===== src/assert_macros.svh =====
// ----------------------------------------------------------------------------
// assert_macros.svh
// Assertion macros shared by the RTL. They expand to nothing in synthesis.
// ----------------------------------------------------------------------------
`ifndef ASSERT_MACROS_SVH
`define ASSERT_MACROS_SVH

`ifndef SYNTHESIS
// Clocked property, disabled while reset is high.
`define ASSERT_PROP(label, clk, rst, prop) \
  label: assert property (@(posedge clk) disable iff (rst) (prop)) \
    else $error("assertion failed");
// Condition that must never be true outside reset.
`define ASSERT_NEVER(label, clk, rst, cond) \
  label: assert property (@(posedge clk) disable iff (rst) !(cond)) \
    else $error("forbidden condition seen");
`else
`define ASSERT_PROP(label, clk, rst, prop)
`define ASSERT_NEVER(label, clk, rst, cond)
`endif

`endif


===== src/chmean_pkg.sv =====
// ----------------------------------------------------------------------------
// chmean_pkg
// Types and constants of the channel mean block.
// ----------------------------------------------------------------------------
package chmean_pkg;

  localparam int SUM_W            = 28;  // running sum width
  localparam int WORD_W           = 32;  // sample word width
  localparam int ID_W             = 8;   // ID byte in the low bits of a word
  localparam int DATA_W           = WORD_W - ID_W;
  localparam int MEAN_W           = 5;   // mean_count register width
  localparam int CH_W             = 6;   // channel field width
  localparam int BI_W             = 4;   // buffer index field width
  localparam int CNT_W            = $clog2(SUM_W);
  localparam int DEF_MAX_CHANNELS = 64;

  localparam logic [MEAN_W-1:0] MEAN_COUNT_RESET = MEAN_W'(2);

  typedef struct packed {
    logic        [CH_W-1:0]   channel;
    logic        [BI_W-1:0]   buffer_index;
    logic signed [WORD_W-1:0] sample_word;
  } sample_t;

  typedef struct packed {
    logic        [CH_W-1:0]   out_channel;
    logic signed [WORD_W-1:0] averaged_word;
  } mean_t;

  typedef enum logic [2:0] {
    ST_IDLE,
    ST_UPDATE,
    ST_ABS,
    ST_DIV,
    ST_EMIT
  } state_t;

endpackage


===== src/channel_mean_with_id_byte.sv =====
// ----------------------------------------------------------------------------
// channel_mean_with_id_byte
// Per-channel boxcar average of ADC sample words, keeping the ID byte of
// the first buffer of each window.
// ----------------------------------------------------------------------------
//
//   Channel     Valid          Stall          Payload           Direction
//   sample      sample_valid   sample_stall   sample  (sample_t) in
//   mean        mean_valid     mean_stall     mean    (mean_t)   out
//   config      mean_count_we  -              mean_count_wdata   in
//
// An item outside the window is dropped in its transfer cycle; one inside goes on
// from the transfer to the table update. A window close adds the magnitude step,
// a division step per sum bit on the one shared subtract/compare unit and an output load.
// Synchronous reset clears the sequencer, mean_valid and mean_count (back to 2)
// but not the tables. sample_stall is high while an item is in work; a result held
// under mean_stall blocks only the next window close until the output is free.
// ----------------------------------------------------------------------------
`include "assert_macros.svh"

module channel_mean_with_id_byte #(
  parameter int MAX_CHANNELS = chmean_pkg::DEF_MAX_CHANNELS
) (
  input  logic                        clk,
  input  logic                        rst,
  input  logic                        sample_valid,
  output logic                        sample_stall,
  input  chmean_pkg::sample_t         sample,
  output logic                        mean_valid,
  input  logic                        mean_stall,
  output chmean_pkg::mean_t           mean,
  input  logic                        mean_count_we,
  input  logic [chmean_pkg::MEAN_W-1:0] mean_count_wdata
);

  import chmean_pkg::*;

  localparam int CH_AW = (MAX_CHANNELS > 1) ? $clog2(MAX_CHANNELS) : 1;

  // Configuration register.
  logic [MEAN_W-1:0] mean_count;

  // Sequencer.
  state_t state, state_next;

  // Item being worked on.
  logic [CH_W-1:0]   cur_channel;
  logic [CH_AW-1:0]  cur_addr;
  logic [BI_W-1:0]   cur_bi;
  logic [WORD_W-1:0] cur_word;

  // Per-channel tables, read data registered.
  logic [SUM_W-1:0] sum_mem [MAX_CHANNELS];
  logic [ID_W-1:0]  id_mem  [MAX_CHANNELS];
  logic [SUM_W-1:0] rd_sum;
  logic [ID_W-1:0]  rd_id;

  // Divider state: the dividend register turns into the quotient as its bits
  // are shifted out at the top into the remainder and quotient bits come in at the bottom.
  logic [SUM_W-1:0]  dividend;
  logic [MEAN_W-1:0] rem;
  logic [CNT_W-1:0]  div_cnt;
  logic              neg;
  logic [ID_W-1:0]   res_id;

  // Control decoded from the state.
  logic              accept;
  logic              item_ok;
  logic              is_last;
  logic              out_free;
  logic [CH_AW-1:0]  in_addr;

  // Datapath of the update step.
  logic [SUM_W-1:0]  data_ext;
  logic [SUM_W-1:0]  new_sum;
  logic [ID_W-1:0]   new_id;

  // Shared subtract/compare of the divider.
  logic [MEAN_W:0]   trial;
  logic [MEAN_W:0]   trial_diff;
  logic              q_bit;

  // Result forming.
  logic [SUM_W-1:0]  quotient;

  assign sample_stall = (state != ST_IDLE);
  assign accept       = sample_valid && !sample_stall;
  assign in_addr      = CH_AW'(sample.channel);
  // A channel beyond the table and an index outside the window are dropped
  // right at the transfer, leaving the sequencer and the tables untouched.
  assign item_ok      = (32'(sample.channel) < MAX_CHANNELS) &&
                        ({1'b0, sample.buffer_index} < mean_count);
  assign out_free     = !mean_valid || !mean_stall;

  // The 24-bit data field, sign-extended into the sum width.
  assign data_ext = SUM_W'($signed(cur_word[WORD_W-1:ID_W]));
  assign new_sum  = (cur_bi == '0) ? data_ext : (rd_sum + data_ext);
  assign new_id   = (cur_bi == '0) ? cur_word[ID_W-1:0] : rd_id;
  // mean_count is at least one here, so the add cannot wrap.
  assign is_last  = ((MEAN_W'(cur_bi) + MEAN_W'(1)) == mean_count);

  // One restoring division step per cycle.
  assign trial      = {rem, dividend[SUM_W-1]};
  assign trial_diff = trial - {1'b0, mean_count};
  assign q_bit      = (trial >= {1'b0, mean_count});

  // Truncation toward zero: divide the magnitude, then restore the sign.
  assign quotient = neg ? (~dividend + SUM_W'(1)) : dividend;

  // Configuration register; the user writes it only while the block is idle; unenforced.
  always_ff @(posedge clk) begin
    if (rst) begin
      mean_count <= MEAN_COUNT_RESET;
    end else if (mean_count_we) begin
      mean_count <= mean_count_wdata;
    end
  end

  // State register.
  always_ff @(posedge clk) begin
    if (rst) begin
      state <= ST_IDLE;
    end else begin
      state <= state_next;
    end
  end

  // Next state.
  always_comb begin
    state_next = state;
    unique case (state)
      ST_IDLE: begin
        if (accept && item_ok) begin
          state_next = ST_UPDATE;
        end
      end
      ST_UPDATE: begin
        state_next = is_last ? ST_ABS : ST_IDLE;
      end
      ST_ABS: begin
        state_next = ST_DIV;
      end
      ST_DIV: begin
        if (div_cnt == CNT_W'(SUM_W - 1)) begin
          state_next = ST_EMIT;
        end
      end
      ST_EMIT: begin
        if (out_free) begin
          state_next = ST_IDLE;
        end
      end
      default: begin
        state_next = ST_IDLE;
      end
    endcase
  end

  // Table access: read at the transfer, written back in the update step.
  always_ff @(posedge clk) begin
    if (accept) begin
      rd_sum <= sum_mem[in_addr];
      rd_id  <= id_mem[in_addr];
    end
    if (state == ST_UPDATE) begin
      sum_mem[cur_addr] <= new_sum;
      id_mem[cur_addr]  <= new_id;
    end
  end

  // Item and divider registers.
  always_ff @(posedge clk) begin
    if (accept) begin
      cur_channel <= sample.channel;
      cur_addr    <= in_addr;
      cur_bi      <= sample.buffer_index;
      cur_word    <= sample.sample_word;
    end
    unique case (state)
      ST_UPDATE: begin
        dividend <= new_sum;
        neg      <= new_sum[SUM_W-1];
        res_id   <= new_id;
      end
      ST_ABS: begin
        if (neg) begin
          dividend <= ~dividend + SUM_W'(1);
        end
        rem     <= '0;
        div_cnt <= '0;
      end
      ST_DIV: begin
        rem      <= q_bit ? trial_diff[MEAN_W-1:0] : trial[MEAN_W-1:0];
        dividend <= {dividend[SUM_W-2:0], q_bit};
        div_cnt  <= div_cnt + CNT_W'(1);
      end
      default: begin
      end
    endcase
  end

  // Output register; the low bits of the quotient land above the ID byte.
  always_ff @(posedge clk) begin
    if (rst) begin
      mean_valid <= 1'b0;
    end else if (state == ST_EMIT && out_free) begin
      mean_valid <= 1'b1;
    end else if (!mean_stall) begin
      mean_valid <= 1'b0;
    end
  end

  always_ff @(posedge clk) begin
    if (state == ST_EMIT && out_free) begin
      mean.out_channel   <= cur_channel;
      mean.averaged_word <= {quotient[DATA_W-1:0], res_id};
    end
  end

  // The remainder of a restoring divider always stays below the divisor.
  `ASSERT_PROP(a_rem_below_div, clk, rst, (state == ST_DIV) |-> (rem < mean_count))
  // A divide never runs with a zero divisor.
  `ASSERT_NEVER(a_div_by_zero, clk, rst, (state == ST_DIV) && (mean_count == '0))
  // A new result shows up only after the divider handed one over.
  `ASSERT_PROP(a_result_source, clk, rst,
    (mean_valid && !$past(mean_valid)) |-> ($past(state) == ST_EMIT))
  // A valid item inside the window always goes on to the table update.
  `ASSERT_PROP(a_item_update, clk, rst, (accept && item_ok) |=> (state == ST_UPDATE))

endmodule


===== config.mk =====
export PLATFORM = sky130hd
export DESIGN_NAME = channel_mean_with_id_byte
export DESIGN_NICKNAME = d
export VERILOG_FILES = /design/src/chmean_pkg.sv /design/src/channel_mean_with_id_byte.sv
export VERILOG_INCLUDE_DIRS = /design/src /design/src/src
export SDC_FILE = /design/constraint.sdc
export NUM_CORES = 2
export LEC_CHECK = 0
export ABC_AREA = 0
export BUFFER_PORTS_ARGS = -buffer_cell sky130_fd_sc_hd__buf_2
export CAP_MARGIN = 20
export CORE_ASPECT_RATIO = 0.5
export CORE_MARGIN = 8
export CORE_UTILIZATION = 45
export CTS_BUF_LIST = sky130_fd_sc_hd__clkbuf_8
export DETAILED_ROUTE_END_ITERATION = 12
export SYNTH_ARGS = -nofsm -noshare
export SYNTH_HDL_FRONTEND = slang
export SYNTH_SLANG_ARGS = --single-unit

===== constraint.sdc =====
create_clock -name clk -period 7.2 [get_ports clk]
set_clock_uncertainty 0.05 [all_clocks]
set_input_delay 0.36 -clock clk [delete_from_list [all_inputs] [get_ports clk]]
set_output_delay 0.36 -clock clk [all_outputs]
set_load 0.02 [all_outputs]

==> impl_results.md <==
* Status: finished clean
* Final hold vios at 0
* FMAX at 195.2 MHz
* Skew-Pair Late Insertion Delay at 0.95 ns
* Commonest cells in the netlist: 2467 x edfxtp_1, 747 x mux4_2, 143 x nor2_1, 131 x clkbuf_1, 124 x nand2_1
* Total global-route track usage at 0.2215
* Vias in the first global route at around 47k
* Num CTS Buffers at 356
* Synthesis-to-finish area growth at 13.08%
* Routed wire length at between 200000 and 300000 µm
* Worst vdd ir at 172.1 µV
* Setup CP Type: flop to flop
* Ports at 92
* CP max stage delay at 0.92 ns
* Worst setup EP type: flop
* Worst-Margin Slew at between 1 and 1.5 ns
* Critical Path Fanout Max at 23
* Hold WC Path Type: input pin to flop
* Mapped Cells at 4208
* Hold Path Depth at 2
* Share of layout cells above drive strength 1 at 0.3148
* First-pass GRT wire length at 362800 µm
* Core area at 213800 µm²
* Worst path most repeated cell: buf_4
* Top cell type's share of synthesized area at 0.7664
* Setup TNS at 0 ns
* RD Place Congestion at 0.8549
* Syn Area/Cell at between 20 and 25 µm²
* Synth cell types at 65
* Sequential share of the synthesized area at 0.7682
* RSZ-0062 raised after global routing: false
* Post-synth EDFFs at 2467
* Final slew viol count at 0
* Critical R2R Launch: state[0]
* R2R Setup Slk at 2.08 ns
* Clk sinks at 2476
* Number of antenna violations at the first check in global routing at 28
* Die ar. at 230800 µm²
* # setup viols final at 0
* CTS tree: done
* Syn Nets at ~4.3k
* DR WL/cell at 33.28 µm
* Reg2reg end: sum_mem[55][10]
* Power Density at 285.6 nW/µm²
* Post-placement cell count at slightly above 7k
* Synth warn at 0
* Period utilization at 0.7117
* Tmin final at 5.124 ns
* DRC at 0
* HPWL after DPL at 162300 µm
* Most common cell in the netlist: edfxtp_1
* Root buffer cell: clkbuf_8
* Post-route ant nets at 0
* Post-synthesis register bit count at 2476
* Initial core utilization at 0.4521
* Placement Rows at 120
* Clk buf depth at 4
* Cell Chain, Critical Path: inv_1, nor3_2, buf_4, and2_1, nand3_1, nor2_4, buf_4
* Largest cells by area after synthesis: edfxtp_1 77%, mux4_2 17%, nor2_1 0.56%
* Critical path launch point type: flop
* Port Buffer Count at 91
* Synth Flop Type: edfxtp_1
* Htree depth at 5
* Routed vias at 46.64k
* Post-synth top area cell: edfxtp_1
* Max Cap Viol at 0
* Total grt overflow at 0
* Final std cells w/o fill at 7778
* Leak at roughly 34 nW
* HP Start: sample[22]
* Worst Path Required at 7.75 ns
* Pre-antenna DRT Iters at 8
* Vias per std cell at 5.996
* Largest net degree at the start of global routing at 87
* Clock slew at the register clock pins of the worst setup and hold paths at 0.06 ns
* 1st-iter DRT viols at 6207
* Cell area after synthesis at 96670 µm²
* Final #Nets at roughly 4.7k
* Max_slew headroom at 0.2215
* Crit path max-delay cell type: nor2_4
* Hold Crit Endpoint: cur_word[22]
* Ys async rst share at 0
* Post-CTS Setup Repair Bufs at 0
* Die Ht at approximately 340 µm
* Length in cells of the worst reg-to-reg path at 7
* CP arrival at 5.67 ns
* Chip Width at 671.5 µm
state kept, by name, indices dropped and copies added (netlist names):
signal and cells:
rem 5, mean_valid 1, mean 38, mean_count 5, rd_sum 28, div_cnt 5
state 3, res_id 8, dividend 28, id_mem 512, rd_id 8, cur_bi 4
cur_addr 6, neg 1, cur_word 32, sum_mem 1792
cell type report:
class                   count  area (µm²)
multi-input cells        1483       22170
repair buffers            298        2839
diodes                      6       15.01
flip-flops and latches   2476       74260
well taps                2867        3587
inverters                  27       101.3
clock inverters           257        1333
fillers                 16660      104500
clock buffers             364        5010
logic make-up after synthesis:
| family | count (synthesis) | synth area share |
|---|---|---|
| muxes | 788 | 0.1784 |
| AOI/OAI and AO/OA | 223 | 0.01463 |
| xor gates and xnor gates | 53 | 0.004802 |
| adders and majority gates | 41 | 0.005462 |
| DFF | 2476 | 0.7682 |
| buffers and inverters | 249 | 0.01086 |
| and+or+nand+nor | 378 | 0.01762 |
worst max-delay path, delay by kind of cell (launching register included):
family                 cells  cell delay (ns)
buffers and inverters      3             1.50
and+or+nand+nor            4             2.35
DFF                        1             0.80
power by group:
group / internal [mW] / total [mW] / switching, mW
combinational: 0.858 / 3.62 / 2.77
clock: 5.00 / 10.3 / 5.34
sequential: 17.2 / 17.3 / 0.0869
per-stage QoR:
step / worst slack, ns / area, µm² / power [mW] / util / hold slack, ns
finish: 2.076 / 109300 / 31.22 / 0.5113 / 0.1129
global route: 1.900 / 109300 / 32.16 / 0.5112 / 0.04433
CTS: 2.093 / 109100 / 31.43 / 0.5104 / 0.007426
detailed placement: 2.120 / 102200 / 21.20 / 0.4781 / 0.3644
global placement: 2.087 / 101600 / 21.09 / 0.4754 / 0.3625
floorplan: 1.830 / 96670 / 19.33 / - / 0.3503
layer usage:
layer	up-vias	GRT usage	wire, µm
met5	-	0	0
li1	18860	-	-
met4	0	0.05692	6422
met1	25300	0.3005	102700
met3	374	0.04007	20350
met2	2098	0.3739	129400
placed cells by master (no fill, tap or decap), types with 9 or more instances in the layout:
cell type / instances
mux4_2: 747
clkinvlp_4: 9
o21a_1: 12
a21oi_1: 51
xnor2_1: 33
buf_12: 50
nand2_1: 116
xor2_1: 19
nor2_1: 77
inv_1: 125
a21oi_4: 14
clkbuf_8: 365
buf_4: 100
edfxtp_1: 2467
nor2_4: 65
a21o_1: 9
nand4_1: 15
nand2b_1: 10
nor3_1: 14
buf_2: 86
dlygate4sd3_1: 57
clkinv_2: 45
mux2i_1: 32
ha_1: 39
mux2_2: 9
clkinv_1: 87
a211oi_1: 12
nand3_1: 22
dfxtp_1: 9
o21ai_0: 51
timing repair:
item	CTS	global route
hold buffers	57	0
hold endpoints to repair	61	0
endpoints found under the setup margin	0	0
gates resized for setup	0	0
worst max path at each step:
| stage | end | cells past startpoint | startpoint |
|---|---|---|---|
| after floorplan | sum_mem[0][20] | 10 | cur_word[8] |
| after global placement | sum_mem[2][13] | 7 | state[0] |
| after detailed placement | id_mem[58][4] | 7 | state[0] |
| after CTS | id_mem[58][4] | 7 | state[0] |
| after global routing | id_mem[42][3] | 7 | state[0] |
| final | sum_mem[55][10] | 7 | state[0] |
Note: power is estimated with default switching activity, not from simulation.
